**src/rtl/rrts_pkg.sv**
```systemverilog
// Shared types and constants of the round robin time slice scheduler.
// Used by the table memory, the controller, the top level and the checker.
`timescale 1ns / 1ps
`default_nettype none

package rrts_pkg;

    localparam int DEFAULT_MAX_PROCS = 16;

    // Packed stream widths, padded to whole bytes.
    localparam int S_DATA_W = 40;
    localparam int M_DATA_W = 144;

    localparam logic [31:0] TIME_MAX = 32'hFFFF_FFFF;

    localparam logic [1:0] OP_LOAD  = 2'd0;
    localparam logic [1:0] OP_STEP  = 2'd1;
    localparam logic [1:0] OP_CLEAR = 2'd2;

    localparam logic [2:0] KIND_SLICE    = 3'd0;
    localparam logic [2:0] KIND_IDLE     = 3'd1;
    localparam logic [2:0] KIND_DONE     = 3'd2;
    localparam logic [2:0] KIND_LOAD_OK  = 3'd3;
    localparam logic [2:0] KIND_LOAD_REJ = 3'd4;

    typedef struct packed {
        logic [7:0]  pid;
        logic [15:0] arrival;
        logic [15:0] burst;
        logic [15:0] remaining;
    } rrts_entry_t;

    typedef struct packed {
        logic [2:0]  kind;
        logic [7:0]  slice_pid;
        logic [31:0] slice_start;
        logic [31:0] slice_end;
        logic        finished;
        logic [31:0] turnaround;
        logic [31:0] waiting;
        logic        time_saturated;
    } rrts_result_t;

    typedef enum logic [2:0] {
        ST_IDLE,
        ST_SCAN,
        ST_EXEC,
        ST_DONE,
        ST_EMIT
    } rrts_state_t;

endpackage

`default_nettype wire

```
**src/rtl/rrts_table_mem.sv**
```systemverilog
// Process table: one synchronous memory of process records.
// One write port and one read port with a registered read; depends on rrts_pkg.
`timescale 1ns / 1ps
`default_nettype none

module rrts_table_mem #(
    parameter int DEPTH = rrts_pkg::DEFAULT_MAX_PROCS
) (
    input  wire                          aclk,
    input  wire                          we,
    input  wire [$clog2(DEPTH)-1:0]      waddr,
    input  rrts_pkg::rrts_entry_t        wdata,
    input  wire                          re,
    input  wire [$clog2(DEPTH)-1:0]      raddr,
    output rrts_pkg::rrts_entry_t        rdata
);
    import rrts_pkg::*;

    rrts_entry_t entry_mem [DEPTH];
    rrts_entry_t rdata_reg;

    always_ff @(posedge aclk) begin
        if (we) begin
            entry_mem[waddr] <= wdata;
        end
    end

    always_ff @(posedge aclk) begin
        if (re) begin
            rdata_reg <= entry_mem[raddr];
        end
    end

    assign rdata = rdata_reg;

endmodule

`default_nettype wire

```
**src/rtl/rrts_ctrl.sv**
```systemverilog
// Scheduler controller: command decode, table scan, slice arithmetic and counters.
// Drives the process table memory; depends on rrts_pkg.
`timescale 1ns / 1ps
`default_nettype none

module rrts_ctrl #(
    parameter int MAX_PROCS = rrts_pkg::DEFAULT_MAX_PROCS
) (
    input  wire                              aclk,
    input  wire                              aresetn,
    input  wire                              in_valid,
    output logic                             in_ready,
    input  wire [1:0]                        in_op,
    input  wire [7:0]                        in_pid,
    input  wire [15:0]                       in_arrival,
    input  wire [15:0]                       in_burst,
    input  wire [15:0]                       quantum,
    output logic                             res_valid,
    input  wire                              res_ready,
    output rrts_pkg::rrts_result_t           res,
    output logic                             mem_we,
    output logic [$clog2(MAX_PROCS)-1:0]     mem_waddr,
    output rrts_pkg::rrts_entry_t            mem_wdata,
    output logic                             mem_re,
    output logic [$clog2(MAX_PROCS)-1:0]     mem_raddr,
    input  rrts_pkg::rrts_entry_t            mem_rdata
);
    import rrts_pkg::*;

    localparam int IDX_W = $clog2(MAX_PROCS);
    localparam int CNT_W = $clog2(MAX_PROCS + 1);

    rrts_state_t  state_reg, state_next;
    logic [CNT_W-1:0] count_reg, count_next;
    logic [CNT_W-1:0] completed_reg, completed_next;
    logic [IDX_W-1:0] scan_reg, scan_next;
    logic             pass_reg, pass_next;
    logic [31:0]      time_reg, time_next;
    logic [CNT_W-1:0] issue_reg, issue_next;
    logic             chk_valid_reg, chk_valid_next;
    logic [IDX_W-1:0] chk_idx_reg, chk_idx_next;
    rrts_entry_t      hit_reg, hit_next;
    logic [IDX_W-1:0] hit_idx_reg, hit_idx_next;
    logic [16:0]      ab_reg, ab_next;
    rrts_result_t     res_reg, res_next;

    logic             step_empty;
    logic             entry_rdy;
    logic             pass_end;
    logic [31:0]      time_inc;
    logic [15:0]      q_eff;
    logic [15:0]      run;
    logic [15:0]      new_rem;
    logic [32:0]      end_sum;
    logic [31:0]      end_sat;
    logic [CNT_W-1:0] hit_succ;

    assign step_empty = (count_reg == '0) || (completed_reg >= count_reg);
    // The read data belongs to the entry issued in the previous cycle.
    assign entry_rdy  = chk_valid_reg && (mem_rdata.remaining != 16'd0) &&
                        ({16'd0, mem_rdata.arrival} <= time_reg);
    assign pass_end   = (issue_reg == count_reg) && !entry_rdy;
    assign time_inc   = (time_reg == TIME_MAX) ? TIME_MAX : time_reg + 32'd1;

    assign q_eff      = (quantum == 16'd0) ? 16'd1 : quantum;
    assign run        = (hit_reg.remaining < q_eff) ? hit_reg.remaining : q_eff;
    assign new_rem    = hit_reg.remaining - run;
    assign end_sum    = {1'b0, time_reg} + {17'd0, run};
    assign end_sat    = end_sum[32] ? TIME_MAX : end_sum[31:0];
    assign hit_succ   = CNT_W'(hit_idx_reg) + CNT_W'(1);

    // Next state.
    always_comb begin
        state_next = state_reg;
        case (state_reg)
            ST_IDLE: begin
                if (in_valid) begin
                    case (in_op)
                        OP_LOAD:  state_next = ST_EMIT;
                        OP_STEP:  state_next = step_empty ? ST_EMIT : ST_SCAN;
                        default:  state_next = ST_IDLE;
                    endcase
                end
            end
            ST_SCAN: begin
                if (entry_rdy) begin
                    state_next = ST_EXEC;
                end else if (pass_end && !pass_reg) begin
                    state_next = ST_EMIT;
                end
            end
            ST_EXEC: state_next = ST_DONE;
            ST_DONE: state_next = ST_EMIT;
            ST_EMIT: begin
                if (res_ready) begin
                    state_next = ST_IDLE;
                end
            end
            default: state_next = ST_IDLE;
        endcase
    end

    // Outputs and datapath.
    always_comb begin
        count_next     = count_reg;
        completed_next = completed_reg;
        scan_next      = scan_reg;
        pass_next      = pass_reg;
        time_next      = time_reg;
        issue_next     = issue_reg;
        chk_valid_next = chk_valid_reg;
        chk_idx_next   = chk_idx_reg;
        hit_next       = hit_reg;
        hit_idx_next   = hit_idx_reg;
        ab_next        = ab_reg;
        res_next       = res_reg;
        mem_we         = 1'b0;
        mem_waddr      = '0;
        mem_wdata      = '0;
        mem_re         = 1'b0;
        mem_raddr      = '0;
        in_ready       = 1'b0;
        res_valid      = 1'b0;

        case (state_reg)
            ST_IDLE: begin
                in_ready = 1'b1;
                if (in_valid) begin
                    case (in_op)
                        OP_LOAD: begin
                            res_next = '0;
                            res_next.time_saturated = (time_reg == TIME_MAX);
                            if (in_burst == 16'd0 || count_reg >= CNT_W'(MAX_PROCS)) begin
                                res_next.kind = KIND_LOAD_REJ;
                            end else begin
                                mem_we    = 1'b1;
                                mem_waddr = count_reg[IDX_W-1:0];
                                mem_wdata = '{pid: in_pid, arrival: in_arrival,
                                              burst: in_burst, remaining: in_burst};
                                count_next = count_reg + CNT_W'(1);
                                res_next.kind = KIND_LOAD_OK;
                            end
                        end
                        OP_STEP: begin
                            res_next = '0;
                            res_next.time_saturated = (time_reg == TIME_MAX);
                            if (step_empty) begin
                                res_next.kind = KIND_DONE;
                            end else begin
                                chk_valid_next = 1'b0;
                                if (CNT_W'(scan_reg) >= count_reg) begin
                                    issue_next = '0;
                                    scan_next  = '0;
                                    pass_next  = 1'b0;
                                end else begin
                                    issue_next = CNT_W'(scan_reg);
                                end
                            end
                        end
                        OP_CLEAR: begin
                            count_next     = '0;
                            completed_next = '0;
                            scan_next      = '0;
                            pass_next      = 1'b0;
                            time_next      = '0;
                        end
                        default: begin
                        end
                    endcase
                end
            end
            ST_SCAN: begin
                if (entry_rdy) begin
                    hit_next     = mem_rdata;
                    hit_idx_next = chk_idx_reg;
                end else if (issue_reg == count_reg) begin
                    chk_valid_next = 1'b0;
                    if (pass_reg) begin
                        // The pass ran out after a dispatch: rescan from the top.
                        pass_next  = 1'b0;
                        issue_next = '0;
                    end else begin
                        time_next            = time_inc;
                        scan_next            = '0;
                        pass_next            = 1'b0;
                        res_next.kind        = KIND_IDLE;
                        res_next.slice_start = time_reg;
                        res_next.slice_end   = time_inc;
                        res_next.time_saturated = (time_inc == TIME_MAX);
                    end
                end else begin
                    mem_re         = 1'b1;
                    mem_raddr      = issue_reg[IDX_W-1:0];
                    chk_valid_next = 1'b1;
                    chk_idx_next   = issue_reg[IDX_W-1:0];
                    issue_next     = issue_reg + CNT_W'(1);
                end
            end
            ST_EXEC: begin
                mem_we    = 1'b1;
                mem_waddr = hit_idx_reg;
                mem_wdata = '{pid: hit_reg.pid, arrival: hit_reg.arrival,
                              burst: hit_reg.burst, remaining: new_rem};
                time_next            = end_sat;
                res_next.kind        = KIND_SLICE;
                res_next.slice_pid   = hit_reg.pid;
                res_next.slice_start = time_reg;
                res_next.slice_end   = end_sat;
                res_next.finished    = (new_rem == 16'd0);
                if (new_rem == 16'd0) begin
                    completed_next = completed_reg + CNT_W'(1);
                end
                ab_next = {1'b0, hit_reg.arrival} + {1'b0, hit_reg.burst};
                if (hit_succ >= count_reg) begin
                    scan_next = '0;
                    pass_next = 1'b0;
                end else begin
                    scan_next = hit_succ[IDX_W-1:0];
                    pass_next = 1'b1;
                end
            end
            ST_DONE: begin
                res_next.time_saturated = (time_reg == TIME_MAX);
                if (res_reg.finished) begin
                    res_next.turnaround = res_reg.slice_end - {16'd0, hit_reg.arrival};
                    // Turnaround minus burst equals end minus (arrival plus burst).
                    res_next.waiting = (res_reg.slice_end >= {15'd0, ab_reg}) ?
                                       res_reg.slice_end - {15'd0, ab_reg} : 32'd0;
                end
            end
            ST_EMIT: begin
                res_valid = 1'b1;
            end
            default: begin
            end
        endcase
    end

    always_ff @(posedge aclk) begin
        if (!aresetn) begin
            state_reg     <= ST_IDLE;
            count_reg     <= '0;
            completed_reg <= '0;
            scan_reg      <= '0;
            pass_reg      <= 1'b0;
            time_reg      <= '0;
            issue_reg     <= '0;
            chk_valid_reg <= 1'b0;
        end else begin
            state_reg     <= state_next;
            count_reg     <= count_next;
            completed_reg <= completed_next;
            scan_reg      <= scan_next;
            pass_reg      <= pass_next;
            time_reg      <= time_next;
            issue_reg     <= issue_next;
            chk_valid_reg <= chk_valid_next;
        end
    end

    always_ff @(posedge aclk) begin
        chk_idx_reg <= chk_idx_next;
        hit_reg     <= hit_next;
        hit_idx_reg <= hit_idx_next;
        ab_reg      <= ab_next;
        res_reg     <= res_next;
    end

    assign res = res_reg;

endmodule

`default_nettype wire

```
**src/rtl/round_robin_time_slice_scheduler.sv**
```systemverilog
// Top level of the round robin time slice scheduler: stream ports, quantum
// register and result register. Depends on rrts_pkg, rrts_ctrl, rrts_table_mem.
//
//   channel   direction  handshake              payload
//   s_*       in         s_tvalid / s_tready    tuser: operation; tdata: record
//   m_*       out        m_tvalid / m_tready    tuser: kind; tdata: slice report
//   cfg_*     in         cfg_valid / cfg_ready  cfg_data: time quantum
//
// A load is decoded in the idle state and its result handed over from the emit
// state; clear and unknown items give no result. A dispatch reads one table entry
// a cycle while scanning; a pass begun after a dispatch wraps to the top of the
// table when it runs out. An idle tick goes from the scan straight to the result.
// Reset is synchronous and active low; the quantum resets to 1.
// A stalled result holds in the output register; meanwhile one more result is made.
`timescale 1ns / 1ps
`default_nettype none

module round_robin_time_slice_scheduler #(
    parameter int MAX_PROCS = rrts_pkg::DEFAULT_MAX_PROCS
) (
    input  wire                              aclk,
    input  wire                              aresetn,
    input  wire                              s_tvalid,
    output logic                             s_tready,
    // [7:0] proc_id, [23:8] arrival, [39:24] burst
    input  wire [rrts_pkg::S_DATA_W-1:0]     s_tdata,
    // [1:0] operation
    input  wire [1:0]                        s_tuser,
    output logic                             m_tvalid,
    input  wire                              m_tready,
    // [7:0] slice_pid, [39:8] slice_start, [71:40] slice_end, [72] finished,
    // [104:73] turnaround, [136:105] waiting, [137] time_saturated, rest zero
    output logic [rrts_pkg::M_DATA_W-1:0]    m_tdata,
    // [2:0] kind
    output logic [2:0]                       m_tuser,
    input  wire                              cfg_valid,
    output logic                             cfg_ready,
    input  wire [15:0]                       cfg_data
);
    import rrts_pkg::*;

    localparam int IDX_W = $clog2(MAX_PROCS);

    logic [15:0]  quantum_reg;
    logic         m_valid_reg;
    rrts_result_t out_reg;

    logic         res_valid;
    logic         res_ready;
    rrts_result_t res;

    logic             mem_we;
    logic [IDX_W-1:0] mem_waddr;
    rrts_entry_t      mem_wdata;
    logic             mem_re;
    logic [IDX_W-1:0] mem_raddr;
    rrts_entry_t      mem_rdata;

    assign cfg_ready = 1'b1;

    always_ff @(posedge aclk) begin
        if (!aresetn) begin
            quantum_reg <= 16'd1;
        end else if (cfg_valid) begin
            quantum_reg <= cfg_data;
        end
    end

    rrts_ctrl #(
        .MAX_PROCS (MAX_PROCS)
    ) u_ctrl (
        .aclk       (aclk),
        .aresetn    (aresetn),
        .in_valid   (s_tvalid),
        .in_ready   (s_tready),
        .in_op      (s_tuser),
        .in_pid     (s_tdata[7:0]),
        .in_arrival (s_tdata[23:8]),
        .in_burst   (s_tdata[39:24]),
        .quantum    (quantum_reg),
        .res_valid  (res_valid),
        .res_ready  (res_ready),
        .res        (res),
        .mem_we     (mem_we),
        .mem_waddr  (mem_waddr),
        .mem_wdata  (mem_wdata),
        .mem_re     (mem_re),
        .mem_raddr  (mem_raddr),
        .mem_rdata  (mem_rdata)
    );

    rrts_table_mem #(
        .DEPTH (MAX_PROCS)
    ) u_table_mem (
        .aclk  (aclk),
        .we    (mem_we),
        .waddr (mem_waddr),
        .wdata (mem_wdata),
        .re    (mem_re),
        .raddr (mem_raddr),
        .rdata (mem_rdata)
    );

    // The output register takes a new result when it is empty or being drained.
    assign res_ready = !m_valid_reg || m_tready;

    always_ff @(posedge aclk) begin
        if (!aresetn) begin
            m_valid_reg <= 1'b0;
        end else if (res_ready) begin
            m_valid_reg <= res_valid;
        end
    end

    always_ff @(posedge aclk) begin
        if (res_ready && res_valid) begin
            out_reg <= res;
        end
    end

    assign m_tvalid = m_valid_reg;
    assign m_tuser  = out_reg.kind;
    assign m_tdata  = {6'd0, out_reg.time_saturated, out_reg.waiting, out_reg.turnaround,
                       out_reg.finished, out_reg.slice_end, out_reg.slice_start,
                       out_reg.slice_pid};

endmodule

`default_nettype wire

```
**config.mk**
```make
export PLATFORM = sky130hd
export DESIGN_NAME = round_robin_time_slice_scheduler
export DESIGN_NICKNAME = d
export VERILOG_FILES = /design/src/rtl/rrts_pkg.sv /design/src/rtl/rrts_table_mem.sv /design/src/rtl/rrts_ctrl.sv /design/src/rtl/round_robin_time_slice_scheduler.sv
export SDC_FILE = /design/constraint.sdc
export NUM_CORES = 2
export LEC_CHECK = 0
export ABC_AREA = 0
export BUFFER_PORTS_ARGS = -buffer_cell sky130_fd_sc_hd__clkbuf_2
export CAP_MARGIN = 10
export CORE_ASPECT_RATIO = 2
export CORE_MARGIN = 2
export CORE_UTILIZATION = 45
export CTS_CLUSTER_SIZE = 40
export DETAILED_ROUTE_END_ITERATION = 10
export GPL_TIMING_DRIVEN = 0
export SYNTH_ARGS = -nofsm -noshare
export SYNTH_HDL_FRONTEND = slang
export SYNTH_HIERARCHICAL = 1
export SYNTH_SLANG_ARGS = --single-unit
export TNS_END_PERCENT = 50
```
**constraint.sdc**
```tcl
create_clock -name aclk -period 8.8 [get_ports aclk]
set_input_delay 1.76 -clock aclk [delete_from_list [all_inputs] [get_ports aclk]]
set_output_delay 1.76 -clock aclk [all_outputs]
set_load 0.03 [all_outputs]
```
==> impl_summary.log <==
INFO  metric first_global_vias = 34700
INFO  metric synth_simple_gate_area_share = 6.54%
INFO  metric peak_clock_frequency_supported_by_timing = about 0.13 GHz
INFO  metric worstPathMaxFanout = 10
INFO  metric critical_path_launch_point_type = register
INFO  metric cts-buffers-inserted = 113
INFO  metric hold_path_startpoint = u_ctrl/res[37]$_SDFFCE_PN0P_
INFO  metric worst_setup_hold_path_clk_slew = 0.07 ns
INFO  metric post-cts-setup-buffers = 0
INFO  metric layout_area_growth_over_synthesis = 14.4%
INFO  metric dominantRegCellSynth = sky130_fd_sc_hd__edfxtp_1
INFO  metric synth_largest_type_area_fraction = 67.9%
INFO  metric port_buffers = 204
INFO  metric flip_flop_and_latch_count_after_synthesis = 1388
INFO  metric critPathRequiredTime = 9.22 ns
INFO  metric ratio_of_final_minimum_period_to_clock_period = 86.2%
INFO  metric detail_route.first_pass.iterations = 6
INFO  metric grt_max_degree = 67
INFO  metric postCtsResizedCells = 0
INFO  metric power.share.clock = 39.3%
INFO  metric rsz0062_at_grt = no
INFO  metric synth_xor_area_share = 1.84%
INFO  metric worst_case_clock_buffer_depth = 3
INFO  metric synth_adder_area_share = 2.99%
INFO  metric rrSetupSlack = 1.22 ns
INFO  metric num_rows = 186
INFO  metric power_per_cell_area = 195 mW/mm²
INFO  metric rr_startpoint = u_ctrl/hit_reg[9]$_DFFE_PP_
INFO  metric post_synth_instance_area = 0.0582 mm²
INFO  metric synth_area_leader_cell = sky130_fd_sc_hd__edfxtp_1
INFO  metric final_cell_mix = 1315 x sky130_fd_sc_hd__edfxtp_1, 224 x sky130_fd_sc_hd__mux4_2, 223 x sky130_fd_sc_hd__nand2_1
INFO  metric min-delay-path-class = register to register
INFO  metric route.vias.total = 34000
INFO  metric synth_async_sr_flop_share = 0%
INFO  metric dr.first_iter.drc_count = around 3100
INFO  metric p_seq_share = 56.3%
INFO  metric swShare = 22.1%
INFO  metric path_class = register to register
INFO  metric critical_path_at = 8.00 ns
INFO  metric synth_sequential_area_ratio = ~70%
INFO  metric floorplan.die.height = 512 µm
INFO  metric synth_top_family_by_area = multiplexers
INFO  metric timing.slew.headroom = 16.9%
INFO  metric floorplan.die_area = 0.132 mm²
INFO  metric gr-usage-all-layers = 26.3%
INFO  metric power.leakage = 0.0223 µW
INFO  metric setup_crit_start = u_ctrl/hit_reg[9]$_DFFE_PP_
INFO  metric worst_r2r_path_depth = 18
INFO  metric layout.cells.most_common = sky130_fd_sc_hd__edfxtp_1
INFO  metric synthMuxAreaShare = 9.04%
INFO  metric status = finished, final reports clean
INFO  metric cp-end-kind = register
INFO  metric initial_utilization = 45.4%
INFO  metric timing.final.max_slew_violations = 0
INFO  metric post_route_cells_drive_above_1_share = 19.2%
INFO  metric fp.coreArea = 0.128 mm²
INFO  metric hold-path-endpoint = m_tdata[77]$_DFFE_PP_
INFO  metric globalRouteOverflowTotal = 0
INFO  metric fin_worst_skew = ~0.045 ns
INFO  metric avgSynthCellArea = 16.3 µm²
INFO  metric avgViaCountPerCell = 5.89
INFO  metric cts_root_buffer = sky130_fd_sc_hd__clkbuf_16
INFO  metric flip_flop_count_of_the_largest_register_after_layout = 896
INFO  metric number_of_enable_type_register_cells_in_the_synthesized_netlist = about 1300
INFO  metric worstSkewPairLatency = 0.78 ns
INFO  metric cellInternalPower = 10100 µW
INFO  metric cts_htree_levels = 3
INFO  metric dpl_cell_area = 0.0628 mm²
INFO  metric pwr-share-comb = 4.4%
INFO  metric final_standard_cell_count_with_taps_included_and_fillers_excluded = 5782
INFO  metric yosys.cell_types.count = 87
INFO  metric tightest_slew = 1.25 ns
INFO  metric maxCapViolations = 0
INFO  metric ys_top_cells_by_area = sky130_fd_sc_hd__edfxtp_1 68%, sky130_fd_sc_hd__mux4_2 8.7%, sky130_fd_sc_hd__ha_1 2.8%
INFO  metric cts.sinks = around 1400
INFO  metric worst_r2r_endpoint = u_ctrl/res[82]$_DFFE_PP_
INFO  metric wl = between 150000 and 200000 µm
INFO  metric min_delay_path_depth = 0
INFO  metric top_level_ports = 213
INFO  metric vdd.ir_drop.worst = between 0.15 and 0.2 mV
INFO  metric tritoncts = done
INFO  metric ant_nets = 0
INFO  metric detail_route.wl_per_cell = 30.0 µm
INFO  metric post-route-min-period = ~7.6 ns
INFO  metric fin_nets = ~4200
INFO  metric ctsHoldBuffers = 0
INFO  metric synth_compound_area_share = under 10%
INFO  metric p_sw = 2870 µW
INFO  metric ys_warn_count = 6
INFO  metric report.final.setup_viol = 0
INFO  metric detailed_place_hpwl = 129000 µm
INFO  metric grt_first_pass_wirelength = 245000 µm
INFO  metric die_width = 258 µm
INFO  metric antenna_found_initial = 2
INFO  metric post-route-drc-count = 0
INFO  metric syn-instance-count = between 3000 and 4000
INFO  metric postLayoutCellArea = 0.0666 mm²
INFO  metric timing.final.hold_violations = 0
INFO  metric placedCellCount = 5566
INFO  metric finalWeightedCongestion = 0.981
## area by class of cell
type | count | area [µm²]
Antenna cell | 2 | 5.00
Multi-Input combinational cell | 1903 | 16100
Sequential cell | 1388 | 40900
Inverter | 122 | 458
Clock buffer | 141 | 2970
Tap cell | 1692 | 2120
Clock inverter | 73 | 764
Fill cell | 10500 | 61700
Timing Repair Buffer | 293 | 2390
Buffer | 168 | 830
## worst max-delay path, cell delays in order (launching register included)
cell and delay, ns:
sky130_fd_sc_hd__edfxtp_1 0.53, sky130_fd_sc_hd__ha_1 0.37, sky130_fd_sc_hd__a211oi_1 0.28, sky130_fd_sc_hd__o21ai_0 0.15, sky130_fd_sc_hd__o211ai_1 0.11, sky130_fd_sc_hd__a21oi_1 0.15, sky130_fd_sc_hd__nor4_1 0.59, sky130_fd_sc_hd__clkbuf_1 0.46
sky130_fd_sc_hd__mux2i_1 0.55, sky130_fd_sc_hd__ha_1 0.29, sky130_fd_sc_hd__inv_1 0.06, sky130_fd_sc_hd__fa_1 0.40, sky130_fd_sc_hd__nor2b_1 0.24, sky130_fd_sc_hd__o31ai_1 0.13, sky130_fd_sc_hd__a2111o_1 0.43, sky130_fd_sc_hd__a211oi_1 0.71
sky130_fd_sc_hd__o21ai_0 0.60, sky130_fd_sc_hd__and3_1 0.40, sky130_fd_sc_hd__o32ai_1 0.79
## layer usage
metal / GRT usage (%) / routed length (µm) / vias to the layer above
li1: - / - / 14900
met1: 27.5 / 58000 / 17400
met2: 49.5 / 95000 / 1347
met3: 3.11 / 8350 / 436
met4: 16.2 / 12300 / 0
met5: 0 / 0 / -
## cell usage after synthesis, drive strengths merged (14+ instances only)
master	count
xor2	38
edfxtp	1315
nor2	202
xnor2	84
and3	17
nor4	32
a31oi	14
or3	23
dfxtp	73
a211oi	17
o21ai	153
inv	121
nand2	223
a22oi	112
ha	131
a22o	27
clkbuf	122
mux4	224
and2	24
nor2b	50
a21oi	114
nand2b	16
buf	46
nor3	62
nand3	54
nand4	26
mux2i	20
a21o	43
o21a	29
## metrics by stage
stage	power [µW]	TNS, ns	hold WS (ns)	setup WS [ns]	util [%]
after floorplan	7810	0	0.400	0.969	-
after global placement	8030	-2873.86	0.401	-6.27	47.8
after detailed placement	8040	0	0.405	1.42	49.0
after CTS	13100	0	0.416	1.41	51.9
after global routing	13400	0	0.422	1.15	51.9
final	13000	0	0.418	1.22	51.9
## cells by family (layout without fill, tap and decap cells)
family / after synthesis / in the layout
other: 2 / 9
adder cells (fa/ha/maj): 136 / 136
multiplexers: 245 / 245
buffers and inverters: 290 / 797
flip-flops: 1388 / 1388
AND/OR/NAND/NOR: 785 / 785
XOR/XNOR: 122 / 122
AO/OA/AOI/OAI: 608 / 608
## power by group through the flow
stage / combinational, µW / sequential [µW] / clock (µW)
3_5_place_dp: 568 / 7470 / 0
5_1_grt: 614 / 7320 / 5440
2_1_floorplan: 284 / 7520 / 0
3_3_place_gp: 546 / 7480 / 0
6_report: 573 / 7320 / 5120
4_1_cts: 570 / 7320 / 5220
## worst max path at each step
stage | to | slack, ns | cells after the start
floorplan | u_table_mem/entry_mem[0][0]$_DFFE_PP_ | 0.97 | 8
global placement | u_table_mem/entry_mem[12][24]$_DFFE_PP_ | -6.27 | 9
detailed placement | u_ctrl/time_reg[16]$_SDFFE_PN0P_ | 1.42 | 20
global route | u_ctrl/time_reg[16]$_SDFFE_PN0P_ | 1.15 | 20
finish | u_ctrl/res[82]$_DFFE_PP_ | 1.22 | 18
CTS | u_ctrl/time_reg[16]$_SDFFE_PN0P_ | 1.41 | 20
(Power assumes the default switching activity.)
